$ cat config.mk
export PLATFORM = sky130hd
export DESIGN_NAME = binary_frame_deframer_fletcher8_top_flat
export DESIGN_NICKNAME = d
export VERILOG_FILES = /design/src/rtl/core/bfd_pkg.sv /design/src/rtl/core/bfd_rx_if.sv /design/src/rtl/core/bfd_res_if.sv /design/src/rtl/core/binary_frame_deframer_fletcher8_top.sv /design/src/flat_wrapper.sv
export SDC_FILE = /design/constraint.sdc
export NUM_CORES = 1
export LEC_CHECK = 0
export ABC_CLOCK_PERIOD_IN_PS = 6200
export BUFFER_PORTS_ARGS = -buffer_cell sky130_fd_sc_hd__buf_2
export CAP_MARGIN = 0
export CORE_ASPECT_RATIO = 0.8
export CORE_MARGIN = 3
export CORE_UTILIZATION = 50
export DETAILED_ROUTE_END_ITERATION = 12
export PLACE_DENSITY = 0.69
export SLEW_MARGIN = 20
export SYNTH_ARGS = -nofsm -noshare
export SYNTH_HDL_FRONTEND = slang
export SYNTH_SLANG_ARGS = --single-unit
$ cat constraint.sdc
create_clock -name clk -period 6.2 [get_ports clk]
set_input_delay 0.31 -clock clk [delete_from_list [all_inputs] [get_ports clk]]
set_output_delay 0.31 -clock clk [all_outputs]
set_load 0.01 [all_outputs]
$ cat src/rtl/core/bfd_pkg.sv
// Package with the parser phase type and the frame sync constants.
package bfd_pkg;

    localparam logic [7:0] SYNC_FIRST  = 8'hB5;
    localparam logic [7:0] SYNC_SECOND = 8'h62;

    typedef enum logic [9:0] {
        PH_SYNC1     = 10'b00_0000_0001,
        PH_SYNC2     = 10'b00_0000_0010,
        PH_CLASS     = 10'b00_0000_0100,
        PH_ID        = 10'b00_0000_1000,
        PH_LEN_LO    = 10'b00_0001_0000,
        PH_LEN_HI    = 10'b00_0010_0000,
        PH_PAYLOAD   = 10'b00_0100_0000,
        PH_CK_A      = 10'b00_1000_0000,
        PH_CK_B_GOOD = 10'b01_0000_0000,
        PH_CK_B_BAD  = 10'b10_0000_0000
    } phase_t;

endpackage

$ cat src/rtl/core/bfd_rx_if.sv
// Channel interface that carries one received byte per item.
interface bfd_rx_if;
    logic       valid;
    logic       ready;
    logic [7:0] rx_byte;

    modport source (output valid, output rx_byte, input ready);
    modport sink (input valid, input rx_byte, output ready);
endinterface

$ cat src/rtl/core/bfd_res_if.sv
// Channel interface that carries one parser result per item.
interface bfd_res_if;
    logic        valid;
    logic        ready;
    logic [7:0]  payload_byte;
    logic [15:0] byte_index;
    logic [7:0]  frame_class;
    logic [7:0]  frame_id;
    logic [15:0] frame_length;
    logic        checksum_ok;
    logic        frame_end;

    modport source (output valid, output payload_byte, output byte_index,
                    output frame_class, output frame_id, output frame_length,
                    output checksum_ok, output frame_end, input ready);
    modport sink (input valid, input payload_byte, input byte_index,
                  input frame_class, input frame_id, input frame_length,
                  input checksum_ok, input frame_end, output ready);
endinterface

$ cat src/rtl/core/binary_frame_deframer_fletcher8_top.sv
// Frame parser top level: sync hunt, header capture, payload output and Fletcher check.
//
//   Channel | Direction | Payload                                   | Handshake
//   rx      | in        | rx_byte                                   | valid/ready
//   res     | out       | payload_byte, byte_index, frame_class,    | valid/ready
//           |           | frame_id, frame_length, checksum_ok,      |
//           |           | frame_end                                 |
//
// One byte is accepted per cycle unless the parser stalls; its result, if any, is registered
// in the result register when the byte leaves the input register.
// The input register and the result register each hold one item, so the
// parser keeps accepting while a result waits, and stalls only when both are full.
// Reset puts the parser in the sync hunt with all sums and held fields at zero.
module binary_frame_deframer_fletcher8_top (
    input  logic       clk,
    input  logic       rst_n,
    bfd_rx_if.sink     rx,
    bfd_res_if.source  res
);
    import bfd_pkg::*;

    logic        in_valid_reg, in_valid_next;
    logic [7:0]  in_byte_reg;
    logic        advance;

    phase_t      phase_reg, phase_next;
    logic [7:0]  class_reg, class_next;
    logic [7:0]  id_reg, id_next;
    logic [15:0] length_reg, length_next;
    logic [15:0] count_reg, count_next;
    logic [15:0] count_inc;
    logic [7:0]  sum_a_reg, sum_a_next;
    logic [7:0]  sum_b_reg, sum_b_next;
    logic [7:0]  add_a, add_b, add_base_a, add_base_b;

    logic        emit;
    logic        emit_ok;
    logic        emit_end;
    logic        res_valid_reg, res_valid_next;
    logic [7:0]  payload_reg;
    logic [15:0] index_reg;
    logic [7:0]  res_class_reg;
    logic [7:0]  res_id_reg;
    logic [15:0] res_length_reg;
    logic        ok_reg;
    logic        end_reg;

    assign advance  = in_valid_reg && (!res_valid_reg || res.ready);
    assign rx.ready = !in_valid_reg || advance;

    always_comb
    begin
        if (rx.valid && rx.ready)
        begin
            in_valid_next = 1'b1;
        end
        else if (advance)
        begin
            in_valid_next = 1'b0;
        end
        else
        begin
            in_valid_next = in_valid_reg;
        end
    end

    assign add_base_a = (phase_reg == PH_CLASS) ? 8'd0 : sum_a_reg;
    assign add_base_b = (phase_reg == PH_CLASS) ? 8'd0 : sum_b_reg;
    assign add_a      = add_base_a + in_byte_reg;
    assign add_b      = add_base_b + add_a;
    assign count_inc  = count_reg + 16'd1;

    always_comb
    begin
        phase_next  = phase_reg;
        class_next  = class_reg;
        id_next     = id_reg;
        length_next = length_reg;
        count_next  = count_reg;
        sum_a_next  = sum_a_reg;
        sum_b_next  = sum_b_reg;
        emit        = 1'b0;
        emit_ok     = 1'b0;
        emit_end    = 1'b0;
        case (phase_reg)
            PH_SYNC2:
            begin
                if (in_byte_reg == SYNC_SECOND)
                begin
                    phase_next = PH_CLASS;
                end
                else if (in_byte_reg != SYNC_FIRST)
                begin
                    phase_next = PH_SYNC1;
                end
            end
            PH_CLASS:
            begin
                class_next = in_byte_reg;
                sum_a_next = add_a;
                sum_b_next = add_b;
                phase_next = PH_ID;
            end
            PH_ID:
            begin
                id_next    = in_byte_reg;
                sum_a_next = add_a;
                sum_b_next = add_b;
                phase_next = PH_LEN_LO;
            end
            PH_LEN_LO:
            begin
                length_next = {8'd0, in_byte_reg};
                sum_a_next  = add_a;
                sum_b_next  = add_b;
                phase_next  = PH_LEN_HI;
            end
            PH_LEN_HI:
            begin
                length_next = {in_byte_reg, length_reg[7:0]};
                sum_a_next  = add_a;
                sum_b_next  = add_b;
                count_next  = 16'd0;
                if ({in_byte_reg, length_reg[7:0]} == 16'd0)
                begin
                    phase_next = PH_CK_A;
                end
                else
                begin
                    phase_next = PH_PAYLOAD;
                end
            end
            PH_PAYLOAD:
            begin
                emit       = 1'b1;
                sum_a_next = add_a;
                sum_b_next = add_b;
                count_next = count_inc;
                if (count_inc >= length_reg)
                begin
                    phase_next = PH_CK_A;
                end
            end
            PH_CK_A:
            begin
                if (in_byte_reg == sum_a_reg)
                begin
                    phase_next = PH_CK_B_GOOD;
                end
                else
                begin
                    phase_next = PH_CK_B_BAD;
                end
            end
            PH_CK_B_GOOD:
            begin
                emit       = 1'b1;
                emit_end   = 1'b1;
                emit_ok    = (in_byte_reg == sum_b_reg);
                phase_next = PH_SYNC1;
            end
            PH_CK_B_BAD:
            begin
                emit       = 1'b1;
                emit_end   = 1'b1;
                phase_next = PH_SYNC1;
            end
            default:
            begin
                if (in_byte_reg == SYNC_FIRST)
                begin
                    phase_next = PH_SYNC2;
                end
                else
                begin
                    phase_next = PH_SYNC1;
                end
            end
        endcase
    end

    always_comb
    begin
        if (advance)
        begin
            res_valid_next = emit;
        end
        else if (res.ready)
        begin
            res_valid_next = 1'b0;
        end
        else
        begin
            res_valid_next = res_valid_reg;
        end
    end

    always_ff @(posedge clk or negedge rst_n)
    begin
        if (!rst_n)
        begin
            in_valid_reg  <= 1'b0;
            res_valid_reg <= 1'b0;
            phase_reg     <= PH_SYNC1;
            class_reg     <= 8'd0;
            id_reg        <= 8'd0;
            length_reg    <= 16'd0;
            count_reg     <= 16'd0;
            sum_a_reg     <= 8'd0;
            sum_b_reg     <= 8'd0;
        end
        else
        begin
            in_valid_reg  <= in_valid_next;
            res_valid_reg <= res_valid_next;
            if (advance)
            begin
                phase_reg  <= phase_next;
                class_reg  <= class_next;
                id_reg     <= id_next;
                length_reg <= length_next;
                count_reg  <= count_next;
                sum_a_reg  <= sum_a_next;
                sum_b_reg  <= sum_b_next;
            end
        end
    end

    always_ff @(posedge clk)
    begin
        if (rx.valid && rx.ready)
        begin
            in_byte_reg <= rx.rx_byte;
        end
        if (advance && emit)
        begin
            payload_reg    <= emit_end ? 8'd0 : in_byte_reg;
            index_reg      <= emit_end ? 16'd0 : count_reg;
            res_class_reg  <= class_reg;
            res_id_reg     <= id_reg;
            res_length_reg <= length_reg;
            ok_reg         <= emit_ok;
            end_reg        <= emit_end;
        end
    end

    assign res.valid        = res_valid_reg;
    assign res.payload_byte = payload_reg;
    assign res.byte_index   = index_reg;
    assign res.frame_class  = res_class_reg;
    assign res.frame_id     = res_id_reg;
    assign res.frame_length = res_length_reg;
    assign res.checksum_ok  = ok_reg;
    assign res.frame_end    = end_reg;

endmodule
$ cat src/flat_wrapper.sv
// flat-port wrapper written by rule: the top's interface ports become plain ports
module binary_frame_deframer_fletcher8_top_flat import bfd_pkg::*;
  (clk, rst_n, rx_valid, rx_rx_byte, rx_ready, res_valid, res_payload_byte, res_byte_index, res_frame_class, res_frame_id, res_frame_length, res_checksum_ok, res_frame_end, res_ready);
  bfd_rx_if rx_i ();
  bfd_res_if res_i ();
  input  logic clk;
  input  logic rst_n;
  input wire logic [$bits(rx_i.valid)-1:0] rx_valid;
  input wire logic [$bits(rx_i.rx_byte)-1:0] rx_rx_byte;
  output wire logic [$bits(rx_i.ready)-1:0] rx_ready;
  output wire logic [$bits(res_i.valid)-1:0] res_valid;
  output wire logic [$bits(res_i.payload_byte)-1:0] res_payload_byte;
  output wire logic [$bits(res_i.byte_index)-1:0] res_byte_index;
  output wire logic [$bits(res_i.frame_class)-1:0] res_frame_class;
  output wire logic [$bits(res_i.frame_id)-1:0] res_frame_id;
  output wire logic [$bits(res_i.frame_length)-1:0] res_frame_length;
  output wire logic [$bits(res_i.checksum_ok)-1:0] res_checksum_ok;
  output wire logic [$bits(res_i.frame_end)-1:0] res_frame_end;
  input wire logic [$bits(res_i.ready)-1:0] res_ready;
  assign rx_i.valid = rx_valid;
  assign rx_i.rx_byte = rx_rx_byte;
  assign rx_ready = rx_i.ready;
  assign res_valid = res_i.valid;
  assign res_payload_byte = res_i.payload_byte;
  assign res_byte_index = res_i.byte_index;
  assign res_frame_class = res_i.frame_class;
  assign res_frame_id = res_i.frame_id;
  assign res_frame_length = res_i.frame_length;
  assign res_checksum_ok = res_i.checksum_ok;
  assign res_frame_end = res_i.frame_end;
  assign res_i.ready = res_ready;
  binary_frame_deframer_fletcher8_top u_core (.clk(clk), .rst_n(rst_n), .rx(rx_i), .res(res_i));
endmodule
# After elaboration in Yosys (flattened, before gate mapping)
# Index checks and enable logic that the tools add are counted.
# totals
ff_bits,142
word_cells,78
# classes
addsub,3
order_cmp,1
n_eq_ne,16
muxes,17
n_bitwise,1
n_reduce_logical,22
# ops
cell,count
$pmux W10 S8,1
$pmux W16 S2,2
$mux W10,4
$mux W8,3
$add A16 B1 Y16 const B,1
$add A8 B8 Y8,2
$eq A8 B8 Y1,2
$ge A16 B16 Y1,1
$logic_not A16 Y1,1
$eq A10 B10 Y1 const B,1
$eq A10 B2 Y1 const B,1
$eq A10 B3 Y1 const B,1
$eq A10 B4 Y1 const B,1
$eq A10 B5 Y1 const B,1
$eq A10 B6 Y1 const B,1
$eq A10 B7 Y1 const B,1
$eq A10 B8 Y1 const B,1
$eq A10 B9 Y1 const B,1
$reduce_and A2 Y1,5
$eq A8 B7 Y1 const B,1
$eq A8 B8 Y1 const B,1
$ne A8 B8 Y1 const B,1
$reduce_bool A2 Y1,4
$mux W1,6
other kinds (11),16

# Depth between registers and ports, before layout
# Gate-level depths: netlist of run 1.
# logic_depth
depth_word,6
depth_mapped,19
depth_no_buf,17

# Worst setup path after synthesis of run 1
# OpenSTA, ideal clock, no wires.
# synth_path
path_kind,register to register
from,reg u_core.phase_reg[2]
to,reg u_core.index_reg[0] (netlist: u_core.res.byte_index[0]) (enable)
setup_time_ps,474
t_arrival_ps,3967
required_ps,5726
path_slack_ps,1759
path_stages_with_launch,8
path_buffers,1
path_cell_list,dfrtp_1 -> buf_6 -> or4_4 -> nor2_1 -> o21ai_0 -> inv_1 -> a21oi_1 -> nor2_1
# synth_via
elab_chain_len,4
elab_cells_between_ends,6
classes_between,eq/ne (3); mux (1); reduce/logical (2)
# synth_rtl
element,line_no,source
from (decl),binary_frame_deframer_fletcher8_top.sv:26,"phase_t phase_reg, phase_next;"
from (signal assigned),binary_frame_deframer_fletcher8_top.sv:218,phase_reg <= phase_next;
$eq A10 B7 Y1 (tied with other cells),binary_frame_deframer_fletcher8_top.sv:85,case (phase_reg)
$reduce_or A3 Y1 (no line) (*),--,
$mux W1 (*),binary_frame_deframer_fletcher8_top.sv:85,
$logic_and A1 B1 Y1 (*),binary_frame_deframer_fletcher8_top.sv:235,if (advance && emit)
to (signal assigned),binary_frame_deframer_fletcher8_top.sv:238,index_reg <= emit_end ? 16'd0 : count_reg;
to (decl),binary_frame_deframer_fletcher8_top.sv:41,logic [15:0] index_reg;
# Mark *: on every way between the ends. The rest lies on a longest branch, timed or not.
# A chain may end at the register's enable or synchronous reset.

# Worst setup path after layout of run 1
# layout_path
from,reg u_core.phase_reg[4]
to,reg u_core.sum_b_reg[7]
# layout_via
elab_chain_len,4
elab_cells_between_ends,11
classes_between,add/sub (2); eq/ne (5); mux (2); reduce/logical (2)
# layout_rtl
element,line_no,source
$eq A10 B3 Y1,binary_frame_deframer_fletcher8_top.sv:67,assign add_base_a = (phase_reg == PH_CLASS) ? 8'd0 : sum_a_reg;
$mux W8,binary_frame_deframer_fletcher8_top.sv:67,
$add A8 B8 Y8,binary_frame_deframer_fletcher8_top.sv:69,assign add_a = add_base_a + in_byte_reg;
net u_core.add_a[6],binary_frame_deframer_fletcher8_top.sv:34,"logic [7:0] add_a, add_b, add_base_a, add_base_b;"
$add A8 B8 Y8,binary_frame_deframer_fletcher8_top.sv:70,assign add_b = add_base_b + add_a;
to (signal assigned),binary_frame_deframer_fletcher8_top.sv:224,sum_b_reg <= sum_b_next;
to (decl),binary_frame_deframer_fletcher8_top.sv:33,"logic [7:0] sum_b_reg, sum_b_next;"
# The timed path passes the listed nets, and every way through them passes these cells.

==> results of run 1 <==
power by group through the flow:
stage / logic (mW) / clock network, mW / registers, mW
2_1_floorplan: 0.0388 / 0 / 1.01
3_3_place_gp: 0.0495 / 0 / 1.03
3_5_place_dp: 0.0501 / 0 / 1.03
4_1_cts: 0.0506 / 1.01 / 1.01
5_1_grt: 0.0597 / 1.06 / 1.01
6_report: 0.0526 / 1.00 / 1.01
routing by layer:
layer  GRT usage  up-vias
li1            -     2224
met1       0.301     2228
met2       0.279      137
met3      0.0571       19
met4      0.0619        0
met5           0        -
cells in the final DEF (no fill, tap or decap), drive strengths merged, types with 3 or more instances in the layout:
master / Yosys / routed
nand2: 27 / 27
edfxtp: 66 / 66
nand3: 12 / 12
nor3: 9 / 9
or3: 3 / 3
a21o: 12 / 12
buf: 11 / 75
ha: 31 / 31
dfrtp: 75 / 75
a32o: 6 / 6
nand4: 6 / 6
inv: 20 / 28
a22o: 8 / 8
nor2b: 9 / 9
and2: 42 / 42
o21ai: 38 / 38
nand3b: 4 / 4
mux2: 30 / 30
clkinv: 0 / 4
a21oi: 16 / 16
o31ai: 6 / 6
o41ai: 5 / 5
nor4: 9 / 9
nand2b: 7 / 7
xnor2: 18 / 18
clkbuf: 18 / 18
xor2: 26 / 26
nor2: 29 / 29
and4: 4 / 4
and3: 7 / 7
per-stage QoR:
step / std cells / instance area (um2)
6_report: 831 / 8090
5_1_grt: 831 / 8090
4_1_cts: 829 / 8030
3_5_place_dp: 797 / 7450
3_3_place_gp: 797 / 7450
2_1_floorplan: 577 / 6980
worst max-delay path: stages (launching register included):
cell	delay (ps)
dfrtp_1	480
nor4_1	540
nand3_1	570
and2_1	360
ha_1	200
fa_1	400
a21o_1	190
a21oi_1	210
o21bai_1	90
a21oi_1	170
xnor2_1	110
ha_1	230
o41ai_1	460
xnor2_1	150
a211o_1	270
o21ai_0	70
synthesized netlist by cell type (7+ instances only):
library cell,instances
ha_1,31
nor2_1,26
buf_2,8
edfxtp_1,66
o21ai_0,38
dfrtp_1,75
mux2_4,8
xnor2_1,18
and2_1,42
a22o_1,8
nor3_1,8
nor2b_1,9
nand2_1,26
clkbuf_1,18
a21oi_1,14
nand2b_1,7
xor2_1,26
mux2_2,22
inv_1,20
nand3_1,11
nor4_1,8
a21o_1,12
and3_1,7
timing repair:
action,CTS,global route
gates resized for setup,0,0
hold buffers,0,1
endpoints found under the setup margin,0,0
buffers inserted,0,0
endpoints found under the hold margin,0,23
how the worst max path moves through the flow:
stage | end | slack (ps) | depth (start not counted)
floorplan | u_core.res.byte_index[0]$_SDFFCE_PP0P_ | 1760 | 7
global placement | u_core.sum_b_reg[7]$_DFFE_PN0P_ | 1910 | 15
detailed placement | u_core.sum_b_reg[7]$_DFFE_PN0P_ | 1650 | 15
CTS | u_core.sum_b_reg[7]$_DFFE_PN0P_ | 1630 | 15
global route | u_core.sum_b_reg[7]$_DFFE_PN0P_ | 1390 | 15
finish | u_core.sum_b_reg[7]$_DFFE_PN0P_ | 1610 | 15
kinds of logic after synthesis:
kind of cell    Yosys count
xor+xnor                 44
simple gates            176
mux                      31
fa+ha+maj                33
flops                   142
compound gates          102
buf+inv                  49
cell type report:
type                    instances  area share
clock buffers                  18      0.0543
clock inverters                14      0.0181
flip-flops and latches        142       0.480
repair buffers                 76      0.0514
inverters                      20     0.00928
multi-input cells             386       0.359
well taps                     175      0.0271
==> impl_metrics.yaml, run 1 <==
sta:
  slew_headroom: 0.386
  rsz0062_at_grt: "no"
  finalClockSkew_ps: 7.12
  setup_viol_count_final: 0
  hold_viol_final: 0
  timing.fmax_ghz: 0.218
  whs_ps: 58.4
  maxSlewViolCount: 0
  setup_tns_ps: 0
  min_period_over_period: 0.740
  worstMarginPinSlew_ps: 918
  setup_slack_ps: 1610
  fin_crit_ps: 4590
drt:
  drt_iter0_markers: 253
  dr_wl_met3_um: 957
  routedWlPerCell_um: 17.6
  ant_nets: 0
  first_pass_iters: 5
  drc: 0
  avgViaCountPerCell: 5.55
  drt_wl_total_um: 14600
  wl_met2_um: 6240
  top_layer: "met4"
  num_vias: 4608
  wl_met1_um: 7150
die:
  die_y_um: 112
  initial_core_util: 0.527
  die_w_um: 138
  die_area_um2: 15400
  core_um2: 13200
  fp-row-count: 37
  pin_count: 72
power:
  pwr-share-comb: 0.026
  power_mw: 2.06
  clkPwrFrac: 0.485
  power.internal_mw: 1.59
  leakage_nw: 3.68
  power_density_nw_per_um2: 255
  p_switching_mw: 0.474
  sequentialPowerShare: 0.489
  worst_ir_drop_vdd_mv: 0.191
  power.share.switching: 0.230
clocking:
  cts.sinks: 142
  cts-root-buf: "clkbuf_16"
  clockBufferDepth: 2
  clkTransAtPathRegs_ps: 60
  cts_tree: "done"
  clock_latency_ps: 420
  htreeDepth: 4
  cts_made_buffers: 17
placement:
  gp_congestion: 0.855
  hpwl_um: 9950
  port_buffers: 71
  place_ws_ps: 1650
critical_path:
  r2r_slack_ps: 1610
  criticalPathCategory: "reg -> reg"
  worstPathRequired_ps: 6540
  endpoint_kind: "flop"
  r2r-start: "u_core.phase_reg[4]$_DFFE_PN0P_"
  arrival_ps: 4930
  crit_fanout: 17
  startpoint_type: "flop"
  r2r-end: "u_core.sum_b_reg[7]$_DFFE_PN0P_"
  r2r_cells: 15
  crit_start: "u_core.phase_reg[4]$_DFFE_PN0P_"
logic_synthesis:
  ys_seq_area_frac: 0.557
  yosys.area.top_type_share: 0.284
  synth_edf_count: 66
  synth_top_family_by_area: "simple AND/OR/NAND/NOR gates"
  synth_xor_xnor_area_share: 0.0552
  yosys.area_share.simple: 0.144
  synth_seq_cells: 142
  yosys-top-cells-area: "edfxtp_1 28%, dfrtp_1 27%, ha_1 5.6%"
  synthMuxAreaShare: 0.0541
  netlist_area_um2: 6980
  synth_compound_area_frac: 0.0973
  synth.avg_cell_area_um2: 12.1
  yosysTopAreaCell: "edfxtp_1"
  synth_flop_cell: "dfrtp_1"
  synth_fa_ha_area_frac: 0.0613
  synth_cell_types: 58
  synth_nets: 622
  ys_warn_count: 0
  syn_inst: 577
  async_flop_share: 0.535
flow_run:
  maxCapViolations: 0
hold_path:
  min_path_cells: 1
  hold_start: "rx_rx_byte[7]"
  hold_path_class: "in -> reg"
  min_to: "u_core.in_byte_reg[7]$_DFFE_PP_"
final_layout:
  regArea_um2: 3880
  drive_gt1_frac: 0.233
  multiInputGateArea_um2: 2910
  area_growth_pct: 15.8
  layout.nets: 688
  fill_cells: 1098
  fin_util: 0.611
  diodes: 0
global_route:
  antenna_found_initial: 0
  grt_pass1_vias: 4509
  grt_max_degree: 77
  gr-total-overflow: 0
  grt_pass1_wl_um: 24300
  grt.total_usage: 0.199
status:
  status: "completed"
Power figures use the tool's default switching activity.
==> run 2: changes to the inputs <==
--- a/config.mk
+++ b/config.mk
@@ -5,7 +5,8 @@
 export SDC_FILE = /design/constraint.sdc
 export NUM_CORES = 1
 export LEC_CHECK = 0
-export ABC_CLOCK_PERIOD_IN_PS = 6200
+export ABC_AREA = 1
+export ABC_CLOCK_PERIOD_IN_PS = 4450
 export BUFFER_PORTS_ARGS = -buffer_cell sky130_fd_sc_hd__buf_2
 export CAP_MARGIN = 0
 export CORE_ASPECT_RATIO = 0.8
==> constraint.sdc (replaced) <==
create_clock -name clk -period 4.45 [get_ports clk]
set_input_delay 0.2225 -clock clk [delete_from_list [all_inputs] [get_ports clk]]
set_output_delay 0.2225 -clock clk [all_outputs]
set_load 0.01 [all_outputs]
==> impl_metrics.yaml, run 2 <==
drt:
  first_pass_iters: 7
  routedWlPerCell_um: 16.0
  drt_wl_total_um: 16000
  ant_nets: 0
  drc: 0
  drt_iter0_markers: 368
  num_vias: 5353
  avgViaCountPerCell: 5.36
clocking:
  cts_made_buffers: 17
  htreeDepth: 4
  clock_latency_ps: 420
  cts-root-buf: "clkbuf_16"
  cts.sinks: 142
  postCtsSetupBuffers: 0
  cts_tree: "done"
  clkTransAtPathRegs_ps: 60
  clockBufferDepth: 2
final_layout:
  layout.nets: 857
  area_growth_pct: 17.1
  drive_gt1_frac: 0.165
  diodes: 0
  regArea_um2: 3880
  fill_cells: 1098
  multiInputGateArea_um2: 2600
  layout_common_cells: "143 x nand2_1, 97 x inv_1, 75 x nor2_1, 75 x dfrtp_1, 70 x buf_2"
  final_common_cell: "nand2_1"
global_route:
  gr-total-overflow: 0
  antenna_found_initial: 0
  grt_pass1_vias: 5181
  grt_pass1_wl_um: 26200
  grt.total_usage: 0.218
  grt_max_degree: 77
critical_path:
  worstPathRequired_ps: 4800
  arrival_ps: 4210
  criticalPathCategory: "reg -> reg"
  startpoint_type: "flop"
  crit_fanout: 17
  endpoint_kind: "flop"
sta:
  maxSlewViolCount: 0
  setup_viol_count_final: 0
  slew_headroom: 0.345
  rsz0062_at_grt: "no"
  min_period_over_period: 0.868
  setup_tns_ps: 0
  timing.fmax_ghz: 0.259
  finalClockSkew_ps: 14.0
  hold_viol_final: 33
  fin_crit_ps: 3860
  worstMarginPinSlew_ps: 982
  whs_ps: -43.3
logic_synthesis:
  yosys.cell_count.top_type: "nand2_1"
  synth_cell_types: 44
  syn_inst: 725
  synth_flop_cell: "dfrtp_1"
  synth_seq_cells: 142
  synth_nets: 770
  async_flop_share: 0.535
  ys_seq_area_frac: 0.558
  synth_commonest_cells: "143 x nand2_1, 97 x inv_1, 76 x nor2_1"
  yosysTopAreaCell: "edfxtp_1"
  synth.avg_cell_area_um2: 9.61
  synth_edf_count: 66
  yosys.area.top_type_share: 0.284
  ys_warn_count: 0
  yosys-top-cells-area: "edfxtp_1 28%, dfrtp_1 27%, nand2_1 7.7%"
  netlist_area_um2: 6970
die:
  die_y_um: 112
  fp-row-count: 37
  core_um2: 13200
  die_w_um: 138
  initial_core_util: 0.526
  die_area_um2: 15400
  pin_count: 72
status:
  violations: "hold timing"
  status: "finished, violations left"
placement:
  gp_congestion: 0.929
  port_buffers: 71
  hpwl_um: 11200
flow_run:
  maxCapViolations: 0
power:
  leakage_nw: 3.73
  power_mw: 3.01
  worst_ir_drop_vdd_mv: 0.276
  power_density_nw_per_um2: 369
hold_path:
  hold_path_class: "in -> async"
-- run 2: cell count changes after synthesis, sizes merged, moves of 14 or more --
cell    previous run  this run
o21ai             38        72
mux2              30         0
nand3             12        32
inv               20       106
and2              42         1
nand2             27       145
nor2              29        81
clkbuf            18         4
-- run 2: worst max-delay path, stage by stage (launching register included) --
cell,delay (ps)
dfrtp_1,450
nor2_4,280
nand3_2,150
nor2_4,370
nor2_1,90
ha_1,230
fa_1,400
nand3_1,100
nand2_1,90
a21oi_1,160
nor2_1,60
nor2_1,120
xnor2_1,100
ha_1,350
inv_1,80
o311ai_0,450
inv_1,80
nand3_1,90
nand3_1,70
nand2_1,60
-- run 2: path summary, 6_finish.rpt --
path                       depth (start not counted)                             endpoint  slack, ps                            start
max                                               19      u_core.sum_b_reg[7]$_DFFE_PN0P_        590  u_core.phase_reg[9]$_DFFE_PN0P_
min                                                1      u_core.sum_a_reg[5]$_DFFE_PN0P_        -40                            rst_n
max reg2reg                                       19      u_core.sum_b_reg[7]$_DFFE_PN0P_        590  u_core.phase_reg[9]$_DFFE_PN0P_
min reg2reg                                        0  u_core.res.frame_class[4]$_DFFE_PP_        440  u_core.class_reg[4]$_DFFE_PN0P_
max in group asynchronous                          1      u_core.class_reg[5]$_DFFE_PN0P_       3840                            rst_n
min in group clk                                   3      u_core.in_valid_reg$_DFFE_PN0P_         30                         rx_valid
-- run 2: per-stage QoR --
stage,area [um2],util,instances,worst slack [ps],hold slack (ps)
finish,8160,0.616,998,589,-43.3
global route,8160,0.616,998,309,36.5
CTS,8160,0.616,998,634,6.56
detailed placement,7470,0.565,960,669,401
global placement,7470,0.565,960,865,399
floorplan,6970,-,725,454,-73.1
-- run 2: timing repair --
item / CTS / global route
endpoints found under the hold margin: 8 / 0
hold buffers: 8 / 0
resized for setup: 0 / 0
-- run 2: cell families after synthesis --
group	count (synthesis)	synth area share
and+or+nand+nor	297	0.191
AOI/OAI and AO/OA	106	0.0851
buffers and inverters	119	0.0702
adders and majority gates	33	0.0614
xor gates and xnor gates	28	0.0352
DFF	142	0.558
-- run 2: power by group --
part | internal (mW) | leakage (nW) | switching (mW)
registers | 1.38 | 1.46 | 0.0149
logic | 0.0605 | 1.98 | 0.117
clock network | 0.930 | 0.281 | 0.511
-- run 2: cell type report --
type	instances	area share
Sequential cell	142	0.476
Inverter	107	0.0495
Tap cell	175	0.0268
Clock inverter	11	0.0207
Multi-Input combinational cell	464	0.319
Timing Repair Buffer	80	0.0546
Clock buffer	19	0.0531
-- run 2: per-layer routing --
metal,vias up,global-route usage,share of wire
li1,2576,-,-
met1,2540,0.318,0.45
met2,213,0.324,0.46
met3,24,0.0569,0.075
met4,0,0.0639,0.015
met5,-,0,0
==> run 3: changes to the inputs <==
--- a/config.mk
+++ b/config.mk
@@ -13,6 +13,7 @@
 export CORE_MARGIN = 3
 export CORE_UTILIZATION = 50
 export DETAILED_ROUTE_END_ITERATION = 12
+export MAX_ROUTING_LAYER = met4
 export PLACE_DENSITY = 0.69
 export SLEW_MARGIN = 20
 export SYNTH_ARGS = -nofsm -noshare
==> impl_metrics.yaml, run 3 (same netlist as run 2, synthesis figures left out) <==
hold_path:
  hold_path_class: "in -> reg"
drt:
  routedWlPerCell_um: 16.0
  drt_iter0_markers: 551
  drc: 0
  num_vias: 5331
  drt_wl_total_um: 16000
  ant_nets: 0
  first_pass_iters: 6
  avgViaCountPerCell: 5.32
sta:
  maxSlewViolCount: 0
  setup_viol_count_final: 0
  worstMarginPinSlew_ps: 978
  setup_tns_ps: 0
  timing.fmax_ghz: 0.290
  finalClockSkew_ps: 11.6
  slew_headroom: 0.348
  min_period_over_period: 0.775
  hold_viol_final: 0
  fin_crit_ps: 3450
  rsz0062_at_grt: "no"
final_layout:
  layoutNonFillerInstCount: 1002
  fill_cells: 1123
  layout_common_cells: "143 x nand2_1, 97 x inv_1, 75 x nor2_1, 75 x dfrtp_1, 70 x buf_2"
  drive_gt1_frac: 0.168
  layout.nets: 859
  final_common_cell: "nand2_1"
  diodes: 0
  area_growth_pct: 17.7
clocking:
  cts_tree: "done"
  cts_hold_buffers: 9
  cts_made_buffers: 17
  postCtsSetupBuffers: 0
  clock_latency_ps: 420
  htreeDepth: 4
  cts_resized: 0
  clkTransAtPathRegs_ps: 60
  clockBufferDepth: 2
  cts.sinks: 142
  cts-root-buf: "clkbuf_16"
die:
  pin_count: 72
  die_w_um: 138
  fp-row-count: 37
  initial_core_util: 0.526
  die_area_um2: 15400
  core_um2: 13200
  die_y_um: 112
power:
  sequentialPowerShare: 0.453
  pwr-share-comb: 0.057
  leakage_nw: 3.76
  p_switching_mw: 0.676
  power.internal_mw: 2.40
  worst_ir_drop_vdd_mv: 0.464
  power.share.switching: 0.220
  clkPwrFrac: 0.490
  power_density_nw_per_um2: 374
status:
  status: "completed"
global_route:
  antenna_found_initial: 0
  gr-total-overflow: 0
  grt_pass1_vias: 5094
  grt_max_degree: 77
  grt_pass1_wl_um: 26200
  grt.total_usage: 0.228
critical_path:
  cpLargestDelayFamily: "simple AND/OR/NAND/NOR gates"
  crit_chain: "nor2_4 > nand3_2 > nor2_4 > buf_4 > nor2_1 > ha_1 > a21oi_1 > nand2_1 > a21oi_1 > nor2_1 > nor2_1 > xnor2_1 > ha_1 > inv_1 > o311ai_0 > inv_1 > nand3_1 > nand3_1 > nand2_1"
  path_common_cell: "nor2_1"
  startpoint_type: "flop"
  arrival_ps: 3810
  critical_path_buf_inv_count: 3
  worstPathRequired_ps: 4810
  crit_fanout: 15
  cpMaxStageDelayCell: "dfrtp_1"
  criticalPathCategory: "reg -> reg"
  cp_slowest_stage_delay_ps: 450
  endpoint_kind: "flop"
placement:
  port_buffers: 71
  hpwl_um: 11400
  dp_cells: 961
  gp_congestion: 0.998
flow_run:
  maxCapViolations: 0
[run 3: cell types whose count changed in the layout (fill, tap and decap cells not counted)]
| cell | previous run | this run |
|---|---|---|
| buf_4 | 2 | 3 |
| clkbuf_8 | 0 | 1 |
| clkinv_2 | 2 | 1 |
| clkinv_4 | 0 | 4 |
| clkinvlp_4 | 4 | 1 |
| dlygate4sd3_1 | 8 | 9 |
| inv_6 | 1 | 2 |
[run 3: area by class of cell]
| class | instances | area [um2] | share of cell area |
|---|---|---|---|
| clock buffers | 20 | 447 | 0.0544 |
| clock inverters | 12 | 185 | 0.0226 |
| inverters | 107 | 404 | 0.0493 |
| multi-input cells | 464 | 2600 | 0.317 |
| flip-flops and latches | 142 | 3880 | 0.474 |
| well taps | 175 | 219 | 0.0267 |
| repair buffers | 82 | 463 | 0.0564 |
[run 3: stage by stage]
step | instance area, um2 | setup WS, ps | utilization | hold slack [ps] | power, mW
after floorplan | 6970 | 454 | - | -73.1 | 1.52
after global placement | 7480 | 1130 | 0.565 | 399 | 1.58
after detailed placement | 7480 | 1040 | 0.565 | 401 | 1.58
after CTS | 8200 | 1030 | 0.620 | 18.3 | 3.09
after global routing | 8200 | 671 | 0.620 | 78.6 | 3.18
final | 8200 | 1000 | 0.620 | 55.5 | 3.07
[run 3: tightest hold or removal path: stages]
cell     delay (ps)
buf_2            80
nand2_1          70
nand2_1          60
[run 3: routing by layer]
layer | up-vias | share of wire | GRT usage | routed length, um
met4 | 0 | 0.013 | 0.0619 | 206
met1 | 2523 | 0.48 | 0.334 | 7640
met5 | - | 0 | - | 0
met3 | 21 | 0.069 | 0.0569 | 1110
li1 | 2587 | - | - | -
met2 | 200 | 0.44 | 0.317 | 7040
[run 3: power groups by stage]
| stage | Clock (mW) | Sequential [mW] | Combinational [mW] |
|---|---|---|---|
| after global placement | 0 | 1.42 | 0.164 |
| after global routing | 1.59 | 1.39 | 0.197 |
| after CTS | 1.52 | 1.39 | 0.174 |
| after floorplan | 0 | 1.41 | 0.113 |
| final | 1.51 | 1.39 | 0.175 |
| after detailed placement | 0 | 1.42 | 0.167 |
[run 3: worst paths after layout]
check                                                start                                   to  slack [ps]  depth (start not counted)
max in group asynchronous                            rst_n     u_core.length_reg[0]$_DFFE_PN0P_        3300                          2
min in group asynchronous                            rst_n      u_core.sum_a_reg[6]$_DFFE_PN0P_         480                          2
min                                               rx_valid      u_core.in_valid_reg$_DFFE_PN0P_          60                          3
min reg2reg                u_core.class_reg[1]$_DFFE_PN0P_  u_core.res.frame_class[1]$_DFFE_PP_         450                          0
max reg2reg                u_core.phase_reg[9]$_DFFE_PN0P_      u_core.sum_b_reg[7]$_DFFE_PN0P_        1000                         19
max                        u_core.phase_reg[9]$_DFFE_PN0P_      u_core.sum_b_reg[7]$_DFFE_PN0P_        1000                         19
